### config.mk
export PLATFORM = sky130hd
export DESIGN_NAME = sorted_set_table_core_flat
export DESIGN_NICKNAME = d
export VERILOG_FILES = /design/src/rtl/sst_pkg.sv /design/src/rtl/sst_if.sv /design/src/rtl/sst_ram.sv /design/src/rtl/sorted_set_table_core.sv /design/src/flat_wrapper.sv
export SDC_FILE = /design/constraint.sdc
export NUM_CORES = 2
export LEC_CHECK = 0
export BUFFER_PORTS_ARGS = -buffer_cell sky130_fd_sc_hd__buf_2
export CAP_MARGIN = 5
export CORE_MARGIN = 3
export CORE_UTILIZATION = 35
export CTS_BUF_LIST = sky130_fd_sc_hd__clkbuf_16
export DETAILED_ROUTE_END_ITERATION = 6
export HOLD_SLACK_MARGIN = 0.1
export MAX_ROUTING_LAYER = met4
export PLACE_DENSITY = 0.61
export SYNTH_ARGS = -nofsm -noshare
export SYNTH_HDL_FRONTEND = slang
export SYNTH_SLANG_ARGS = --single-unit
### constraint.sdc
create_clock -name clk -period 6.6 [get_ports clk]
set_clock_uncertainty 0.2 [all_clocks]
set_input_delay 0.66 -clock clk [delete_from_list [all_inputs] [get_ports clk]]
set_output_delay 0.66 -clock clk [all_outputs]
set_load 0.01 [all_outputs]
### src/rtl/sst_pkg.sv
// Shared types and codes for the sorted set table.
// No dependencies; compiled first.
`timescale 1ns / 1ps

package sst_pkg;

  typedef enum logic [1:0] {
    OP_INSERT = 2'd0,
    OP_DELETE = 2'd1,
    OP_LOOKUP = 2'd2,
    OP_CLEAR  = 2'd3
  } op_t;

  typedef enum logic [1:0] {
    ST_OK       = 2'd0,
    ST_FULL     = 2'd1,
    ST_DUP      = 2'd2,
    ST_NOTFOUND = 2'd3
  } status_t;

  localparam int unsigned VALUE_W = 32;
  localparam int unsigned COUNT_W = 7;

endpackage

### src/rtl/sst_if.sv
// Valid/ready channel interfaces for the sorted set table.
// Depends on nothing; the widths follow the fixed field widths.
`timescale 1ns / 1ps

interface sst_in_if;
  logic               valid;
  logic               ready;
  logic        [1:0]  op;
  logic signed [31:0] value;

  modport source (output valid, output op, output value, input ready);
  modport sink   (input valid, input op, input value, output ready);
endinterface

interface sst_out_if;
  logic       valid;
  logic       ready;
  logic [1:0] status;
  logic [6:0] entry_count;

  modport source (output valid, output status, output entry_count, input ready);
  modport sink   (input valid, input status, input entry_count, output ready);
endinterface

### src/rtl/sst_ram.sv
// Simple dual-port value store: one write port, one registered read port.
// Depends on sst_pkg for the value width.
`timescale 1ns / 1ps

module sst_ram #(
  parameter int unsigned DEPTH = 64,
  parameter int unsigned AW    = 6
) (
  input  logic                          clk,
  input  logic                          we,
  input  logic [AW-1:0]                 waddr,
  input  logic signed [sst_pkg::VALUE_W-1:0] wdata,
  input  logic                          re,
  input  logic [AW-1:0]                 raddr,
  output logic signed [sst_pkg::VALUE_W-1:0] rdata
);
  import sst_pkg::*;

  logic signed [VALUE_W-1:0] mem [DEPTH];

  always_ff @(posedge clk) begin
    if (we) begin
      mem[waddr] <= wdata;
    end
  end

  always_ff @(posedge clk) begin
    if (re) begin
      rdata <= mem[raddr];
    end
  end

endmodule

### src/rtl/sorted_set_table_core.sv
// Top level of the sorted set table: sequencer, count register and result register.
// Depends on sst_pkg, sst_in_if, sst_out_if and sst_ram.
`timescale 1ns / 1ps
//
//  Channel  Dir  Beat contents              Accepted when
//  in_ch    in   op, value                  valid && ready
//  out_ch   out  status, entry_count        valid && ready
//
// Clear goes straight to the result. Lookup runs a linear search through the single read
// port of the store; a successful insert or delete then moves the tail through the single
// read port and single write port of the store.
// Reset empties the table at once; stored entries are never cleared.
// A new beat is taken while a finished result still waits on a stalled out_ch.

module sorted_set_table_core #(
  parameter int unsigned DEPTH = 64
) (
  input logic clk,
  input logic rst_n,
  sst_in_if.sink    in_ch,
  sst_out_if.source out_ch
);
  import sst_pkg::*;

  localparam int unsigned AW = $clog2(DEPTH);
  localparam int unsigned CW = $clog2(DEPTH + 1);

  typedef enum logic [4:0] {
    S_IDLE = 5'b00001,
    S_SRCH = 5'b00010,
    S_SHFT = 5'b00100,
    S_FIN  = 5'b01000,
    S_RSLT = 5'b10000
  } state_t;

  state_t                    state_r, state_nxt;
  logic [CW-1:0]             count_r, count_nxt;
  logic                      rv_r, rv_nxt;
  logic                      out_valid_r, out_valid_nxt;
  op_t                       op_r, op_nxt;
  logic signed [VALUE_W-1:0] key_r, key_nxt;
  logic [CW-1:0]             i_r, i_nxt;
  logic [AW-1:0]             j_r, j_nxt;
  logic [CW-1:0]             pos_r, pos_nxt;
  logic [CW-1:0]             rem_r, rem_nxt;
  logic [AW-1:0]             src_r, src_nxt;
  logic [AW-1:0]             dst_r, dst_nxt;
  logic                      up_r, up_nxt;
  status_t                   st_r, st_nxt;
  status_t                   out_status_r, out_status_nxt;
  logic [COUNT_W-1:0]        out_count_r, out_count_nxt;

  logic                      ram_we, ram_re;
  logic [AW-1:0]             ram_waddr, ram_raddr;
  logic signed [VALUE_W-1:0] ram_wdata, ram_rdata;

  logic                      srch_done, srch_hit, more;
  logic [CW-1:0]             srch_pos, cnt_m1, pos_p1;
  logic [CW+COUNT_W-1:0]     cnt_ext;

  sst_ram #(.DEPTH(DEPTH), .AW(AW)) u_ram (
    .clk   (clk),
    .we    (ram_we),
    .waddr (ram_waddr),
    .wdata (ram_wdata),
    .re    (ram_re),
    .raddr (ram_raddr),
    .rdata (ram_rdata)
  );

  assign in_ch.ready        = (state_r == S_IDLE);
  assign out_ch.valid       = out_valid_r;
  assign out_ch.status      = out_status_r;
  assign out_ch.entry_count = out_count_r;

  assign more    = (i_r < count_r);
  assign cnt_m1  = count_r - CW'(1);
  assign pos_p1  = srch_pos + CW'(1);
  assign cnt_ext = {{COUNT_W{1'b0}}, count_r};

  always_comb begin
    state_nxt      = state_r;
    count_nxt      = count_r;
    rv_nxt         = rv_r;
    out_valid_nxt  = out_valid_r;
    op_nxt         = op_r;
    key_nxt        = key_r;
    i_nxt          = i_r;
    j_nxt          = j_r;
    pos_nxt        = pos_r;
    rem_nxt        = rem_r;
    src_nxt        = src_r;
    dst_nxt        = dst_r;
    up_nxt         = up_r;
    st_nxt         = st_r;
    out_status_nxt = out_status_r;
    out_count_nxt  = out_count_r;
    ram_we         = 1'b0;
    ram_waddr      = dst_r;
    ram_wdata      = ram_rdata;
    ram_re         = 1'b0;
    ram_raddr      = i_r[AW-1:0];
    srch_done      = 1'b0;
    srch_hit       = 1'b0;
    srch_pos       = count_r;

    if (out_valid_r && out_ch.ready) begin
      out_valid_nxt = 1'b0;
    end

    unique case (state_r)
      S_IDLE: begin
        if (in_ch.valid) begin
          op_nxt  = op_t'(in_ch.op);
          key_nxt = in_ch.value;
          i_nxt   = '0;
          rv_nxt  = 1'b0;
          st_nxt  = ST_OK;
          unique case (op_t'(in_ch.op))
            OP_CLEAR: begin
              count_nxt = '0;
              state_nxt = S_RSLT;
            end
            OP_INSERT: begin
              if (count_r == CW'(DEPTH)) begin
                st_nxt    = ST_FULL;
                state_nxt = S_RSLT;
              end else begin
                state_nxt = S_SRCH;
              end
            end
            default: begin
              state_nxt = S_SRCH;
            end
          endcase
        end
      end

      S_SRCH: begin
        if (rv_r && !(ram_rdata < key_r)) begin
          srch_done = 1'b1;
          srch_pos  = CW'(j_r);
          srch_hit  = (ram_rdata == key_r);
        end else if (more) begin
          ram_re = 1'b1;
          rv_nxt = 1'b1;
          j_nxt  = i_r[AW-1:0];
          i_nxt  = i_r + CW'(1);
        end else begin
          srch_done = 1'b1;
        end

        if (srch_done) begin
          rv_nxt  = 1'b0;
          pos_nxt = srch_pos;
          unique case (op_r)
            OP_INSERT: begin
              if (srch_hit) begin
                st_nxt    = ST_DUP;
                state_nxt = S_RSLT;
              end else begin
                rem_nxt   = count_r - srch_pos;
                src_nxt   = cnt_m1[AW-1:0];
                up_nxt    = 1'b1;
                state_nxt = S_SHFT;
              end
            end
            OP_DELETE: begin
              if (srch_hit) begin
                rem_nxt   = cnt_m1 - srch_pos;
                src_nxt   = pos_p1[AW-1:0];
                up_nxt    = 1'b0;
                state_nxt = S_SHFT;
              end else begin
                st_nxt    = ST_NOTFOUND;
                state_nxt = S_RSLT;
              end
            end
            default: begin
              st_nxt    = srch_hit ? ST_OK : ST_NOTFOUND;
              state_nxt = S_RSLT;
            end
          endcase
        end
      end

      S_SHFT: begin
        if (rv_r) begin
          ram_we = 1'b1;
        end
        if (rem_r != '0) begin
          ram_re    = 1'b1;
          ram_raddr = src_r;
          rv_nxt    = 1'b1;
          rem_nxt   = rem_r - CW'(1);
          dst_nxt   = up_r ? src_r + AW'(1) : src_r - AW'(1);
          src_nxt   = up_r ? src_r - AW'(1) : src_r + AW'(1);
        end else begin
          rv_nxt = 1'b0;
          if (!rv_r) begin
            state_nxt = S_FIN;
          end
        end
      end

      S_FIN: begin
        if (op_r == OP_INSERT) begin
          ram_we    = 1'b1;
          ram_waddr = pos_r[AW-1:0];
          ram_wdata = key_r;
          count_nxt = count_r + CW'(1);
        end else begin
          count_nxt = cnt_m1;
        end
        state_nxt = S_RSLT;
      end

      S_RSLT: begin
        if (!out_valid_r || out_ch.ready) begin
          out_valid_nxt  = 1'b1;
          out_status_nxt = st_r;
          out_count_nxt  = cnt_ext[COUNT_W-1:0];
          state_nxt      = S_IDLE;
        end
      end

      default: begin
        state_nxt = S_IDLE;
      end
    endcase
  end

  always_ff @(posedge clk) begin
    if (!rst_n) begin
      state_r     <= S_IDLE;
      count_r     <= '0;
      rv_r        <= 1'b0;
      out_valid_r <= 1'b0;
    end else begin
      state_r     <= state_nxt;
      count_r     <= count_nxt;
      rv_r        <= rv_nxt;
      out_valid_r <= out_valid_nxt;
    end
  end

  always_ff @(posedge clk) begin
    op_r         <= op_nxt;
    key_r        <= key_nxt;
    i_r          <= i_nxt;
    j_r          <= j_nxt;
    pos_r        <= pos_nxt;
    rem_r        <= rem_nxt;
    src_r        <= src_nxt;
    dst_r        <= dst_nxt;
    up_r         <= up_nxt;
    st_r         <= st_nxt;
    out_status_r <= out_status_nxt;
    out_count_r  <= out_count_nxt;
  end

endmodule

### src/flat_wrapper.sv
// flat-port wrapper written by rule: the top's interface ports become plain ports
module sorted_set_table_core_flat import sst_pkg::*;
#(
  parameter int unsigned DEPTH = 64
)
  (clk, rst_n, in_ch_valid, in_ch_op, in_ch_value, in_ch_ready, out_ch_valid, out_ch_status, out_ch_entry_count, out_ch_ready);
  sst_in_if in_ch_i ();
  sst_out_if out_ch_i ();
  input logic clk;
  input logic rst_n;
  input wire logic [$bits(in_ch_i.valid)-1:0] in_ch_valid;
  input wire logic [$bits(in_ch_i.op)-1:0] in_ch_op;
  input wire logic [$bits(in_ch_i.value)-1:0] in_ch_value;
  output wire logic [$bits(in_ch_i.ready)-1:0] in_ch_ready;
  output wire logic [$bits(out_ch_i.valid)-1:0] out_ch_valid;
  output wire logic [$bits(out_ch_i.status)-1:0] out_ch_status;
  output wire logic [$bits(out_ch_i.entry_count)-1:0] out_ch_entry_count;
  input wire logic [$bits(out_ch_i.ready)-1:0] out_ch_ready;
  assign in_ch_i.valid = in_ch_valid;
  assign in_ch_i.op = in_ch_op;
  assign in_ch_i.value = in_ch_value;
  assign in_ch_ready = in_ch_i.ready;
  assign out_ch_valid = out_ch_i.valid;
  assign out_ch_status = out_ch_i.status;
  assign out_ch_entry_count = out_ch_i.entry_count;
  assign out_ch_i.ready = out_ch_ready;
  sorted_set_table_core #(.DEPTH(DEPTH)) u_core (.clk(clk), .rst_n(rst_n), .in_ch(in_ch_i), .out_ch(out_ch_i));
endmodule
* After elaboration in Yosys (flattened, before gate mapping) *
Memories as Yosys holds them, arrays and structs flattened. A register that Yosys moved wholly into a read port is not among the register bits.
Cells that the tools add are included.

operators by class
  bitwise operators = 1
  multiplexer cells = 76
  $lt $le $gt $ge = 2
  reductions and logical operators = 25
  add/subtract/negate cells = 9
  equal/unequal tests = 27

operator list
  operator               number
  $mux W7                12
  $mux W6                11
  $mux W32               2
  $pmux W7 S2            4
  $mux W5                8
  $eq A32 B32 Y1         1
  $lt A32 B32 Y1         1
  $pmux W5 S5            1
  $pmux W6 S2            2
  $mux W1                22
  $pmux W5 S2            2
  $reduce_and A5 Y1      3
  $add A7 B1 Y7 const B  2
  $sub A7 B1 Y7 const B  2
  $sub A7 B7 Y7          2
  $add A6 B1 Y6 const B  2
  $mux W2                6
  $ne A2 B1 Y1 const B   6
  $ne A3 B3 Y1 const B   4
  $ne A2 B2 Y1 const B   5
  $pmux W2 S2            2
  $reduce_and A2 Y1      4
  $reduce_and A4 Y1      2
  $reduce_bool A2 Y1     4
  other kinds (23)       30

word-level totals
  input bits = 38
  word-level logic and storage cells = 157
  memories = 1
  bits in registers = 98
  RAM bits = 2,048

memory list
  memory            words  width  rd ports  clocked after memory_dff  write ports  line           text
  u_core.u_ram.mem  64     32     1         1                         1            sst_ram.sv:19  logic signed [VALUE_W-1:0] mem [DEPTH];

* Logic depth before layout (Yosys ltp) *
  depth after elaboration = 11
  gate-level depth with buffers = 21
  gate-level depth less buffers = 20

* By module *
Synthesis repeated with hierarchy kept, for this count alone.

second synthesis, totals
  cells, all modules = 3,968
  area total of the unflattened synthesis = 85,071.6 um^2

by module, submodules not included
  module                 area each (um^2)  cells an instance  instances  sequential area each (um^2)
  sst_ram                78,829.4          3,323              1          62,459.9
  sorted_set_table_core  6,242.2           645                1          2,802.7

* Worst setup path after synthesis *
No wires, ideal clock.

  path type = register to register
  start = register u_core.state_r[4]
  end = memory u_core.u_ram.mem[0][31] (data pin)
  data required time = 5.698 ns
  path slack = 1.341 ns
  cell stages (with the launch flop) = 10
  buffers on the path = 5
  library setup time = 0.702 ns
  arrival = 4.357 ns
  path through = dfxtp_1 nor2_1 and3_1 clkbuf_1 nand2_1 clkbuf_1 clkbuf_1 clkbuf_1 buf_1 o21ai_0

on the way
  cells in the longest elaborated chain, start to end = 2

RTL lines
  what                      line                          text
  from (decl)               sorted_set_table_core.sv:36   state_t state_r, state_nxt;
  from (signal assigned)    sorted_set_table_core.sv:240  state_r <= state_nxt;
  $eq A5 B4 Y1              sorted_set_table_core.sv:111  unique case (state_r)
  $mux W32                  sorted_set_table_core.sv:111
  via u_core.ram_wdata[31]  sorted_set_table_core.sv:55   logic signed [VALUE_W-1:0] ram_wdata, ram_rdata;
  to (decl)                 sst_ram.sv:19

The timed path passes the listed nets, and every way through them passes these cells.

* Worst setup path in the final report *
  start = register u_core.op_r[1]
  end = memory u_core.u_ram.mem[62][18] (enable)

on the way
  cells in the longest elaborated chain, start to end = 5
  elaborated cells on any way between the ends = 7
  those cells by class = mux: 6; reduce/logical: 1

RTL lines
  what                           line                          text
  from (decl)                    sorted_set_table_core.sv:40   op_t op_r, op_nxt;
  from (signal assigned)         sorted_set_table_core.sv:248  op_r <= op_nxt;
  $logic_not A2 Y1 (*)           sorted_set_table_core.sv:207  if (op_r == OP_INSERT) begin
  $mux W1                        sorted_set_table_core.sv:207
  $pmux W1 S2                    sorted_set_table_core.sv:111
  $mux W1                        sst_ram.sv:22                 if (we) begin
  $mux W1 (implied by the code)  sst_ram.sv:23                 mem[waddr] <= wdata;

Mark *: on every way between the ends. The rest lies on a longest branch, timed or not.

==> impl_metrics.ini <==
[clocking]
cts.sinks = 2178
numCtsBuffers = 212
hold_buffers = 37
post_cts_buffers = 0
clk_path_buf_depth = 3
clock-root-buffer = clkbuf_16
ctsResizeCount = 0
cts_tree = done
htreeDepth = 4
clkLatencyLatePin_ns = 0.88
clk_pin_slew_ns = 0.06

[synthesis]
yosys.area.top_type = edfxtp_1
syn-num-nets = 6904
synthTopCellsByArea = edfxtp_1, nand2_1, nand3_1
ys_seq_elements = 2178
synth_edf_count = 2164
synth.distinct_cells = 67
synth_warnings = 0
ys_async_sr_fraction_pct = 0
synthFlopType = edfxtp_1
synth_top_area_share_pct = 74.6
avgSynthCellArea_um2 = 12.8
syn_area_um2 = 87200
yosysSeqAreaShare_pct = 74.9
synth_cells = 6812

[critical_path]
start_kind = flop
path_cells = nor2_1 -> nand2_4 -> mux2i_1 -> nand3_1 -> nor2_4 -> buf_4
slowest_stage = mux2i_1
crit_family = simple AND/OR/NAND/NOR gates
required_ns = 6.88
slowest_delay_ns = 1.11
cp.arrival_ns = 6.00
crit_fanout = 22
worst-setup-path-type = flop to flop
end_kind = flop
critPathBufInv = 1

[floorplan]
dieArea_um2 = 255000
die_x_um = 505
die_h_um = 505
core_um2 = 247000
io-pin-count = 49
placementRows = 182
initial_core_util_pct = 35.3

[drt]
wl_per_cell_um = 25.0
ant_nets = 0
wl_um = 260000
post_drt_via_cell_ratio = 5.49
dr_total_vias = 57000
drt_pass1_iterations = 7
drt-initial-drc-count = 7815
drc = 0

[grt]
grt_pass1_vias = 53000
overflow = 0
grt_pass1_wl_um = 374000
globalRouteTotalUtil_pct = 20.3
grt_max_degree = 180
grt_antenna_before_repair = 18

[sta]
post-route-min-period_ns = 5.71
setup_viol = 0
worst_slack_ns = 0.887
hold_viol = 0
fin_crit_sh_pct = 86.6
slew_violations = 0
rsz0062_at_grt = no
slew_headroom_pct = 6.60
fmax_mhz = 175
worst_pin_slew_ns = 1.36
fin_tns_setup_ns = 0

[power]
swShare_pct = 24.4
power_density_nw_per_um2 = 291
total_leakage_power_nw = 33.2
clkPwrFrac_pct = 39.8
p_sw_mw = 7.08
power.internal_mw = 21.9
seqPwrFrac_pct = 52.1
comb_power_share_pct = 8.1
vdd_drop_max_uv = 280

[run]
cap_violations = 0

[cells_and_area]
mostFrequentLayoutCells = edfxtp_1, nand2_1, nand3_1
fin_nets = 6995
multiInputGateArea_um2 = 20800
n_fill_cell = 22800
drive_above_1_share_pct = 9.39
ff_latch_area_um2 = 65300
fin_cells = 10400
area_delta_synth_final_pct = 14.3
layout_commonest_cell = edfxtp_1

[placement]
place_inst = 9964
post-place-ws_ns = 1.27
gp_congestion = 0.872
numPortBuffers = 48
hpwl_um = 150000

[hold_path]
hold_class = input port to flop

[status]
outcome = finished clean
-- state kept, by name, indices dropped and copies added, names as in the netlist, 5 cells and up --
name / cells
u_core.key_r: 32
u_core.u_ram.mem: 2048
u_core.out_ch.entry_count: 7
u_core.dst_r: 6
u_core.i_r: 7
u_core.pos_r: 6
u_core.u_ram.rdata: 32
u_core.j_r: 6
u_core.state_r: 5
u_core.src_r: 6
u_core.rem_r: 7
u_core.count_r: 7
-- worst paths after layout --
kind / startpoint / endpoint / slack, ns / depth (start not counted)
hold / removal: in_ch_valid / u_core.st_r[0] / 0.17 / 3
hold reg to reg: u_core.st_r[0] / u_core.out_ch.status[0] / 0.22 / 0
setup reg to reg: u_core.op_r[1] / u_core.u_ram.mem[62][18] / 0.89 / 6
setup / recovery: u_core.op_r[1] / u_core.u_ram.mem[62][18] / 0.89 / 6
-- Yosys cell counts, types with 6 or more instances --
library cell  instances
buf_2               180
or2_2                 6
buf_1                59
buf_4                 9
edfxtp_1           2164
nand4_1             257
dfxtp_1              14
and4_1               33
ha_1                 53
o21a_1                6
nor2_1              116
and3_1                8
clkbuf_1            155
a21oi_1              36
a31oi_1             136
o21ai_0              61
nand3_1            1146
a21o_1                9
inv_1                60
xor2_1               10
xnor2_1              26
nand2_1            2091
nor3_1               25
mux2i_1              27
nor2b_1               7
mux2_2                6
a211oi_1             11
nand2b_1             20
-- area by class of cell --
| class | instances | area share (%) |
|---|---|---|
| repair buffers | 285 | 2.51 |
| inverters | 62 | 0.234 |
| flip-flops and latches | 2178 | 65.5 |
| well taps | 3312 | 4.16 |
| clock inverters | 178 | 1.31 |
| diodes | 9 | 0.0226 |
| multi-input cells | 4164 | 20.9 |
| clock buffers | 212 | 5.33 |
-- power by group through the flow --
stage,Combinational [mW],Clock (mW),Sequential [mW]
2_1_floorplan,1.40,0,15.4
3_3_place_gp,2.27,0,15.4
3_5_place_dp,2.29,0,15.4
4_1_cts,2.32,11.7,15.1
5_1_grt,2.51,12.2,15.1
6_report,2.34,11.6,15.1
-- metrics by stage --
step	cell area, um2	util (%)	hold slack (ns)	total power, mW
floorplan	87200	-	0.200	16.8
global placement	92600	37.5	0.207	17.7
detailed placement	92600	37.5	0.205	17.7
CTS	99600	40.3	0.106	29.1
global route	99600	40.3	0.149	29.9
finish	99600	40.3	0.167	29.0
-- worst register-to-register path, delay by kind of cell (launching register included) --
| kind | cells | cell delay [ns] |
|---|---|---|
| DFF | 1 | 0.43 |
| and+or+nand+nor | 4 | 3.09 |
| buffers and inverters | 1 | 0.49 |
| muxes | 1 | 1.11 |
-- per-layer routing --
layer  vias to the layer above  global-route usage, %  wire [um]
met4                         0                   6.05       7380
li1                      25000                      -          -
met2                      2895                   30.1     119000
met3                       372                   3.95      26700
met5                         -                      -          0
met1                     28800                   28.3     108000
-- kinds of logic (layout without fill, tap and decap cells) --
logic type	Yosys count	count (layout)	share of synthesized area, %
mux	41	41	0.568
xor+xnor	36	36	0.362
compound gates	290	290	2.07
buf+inv	470	737	2.36
fa+ha+maj	54	54	0.784
simple gates	3743	3743	19.0
flops	2178	2178	74.9
other cells	0	9	0
Note: power is estimated with default switching activity, not from simulation.
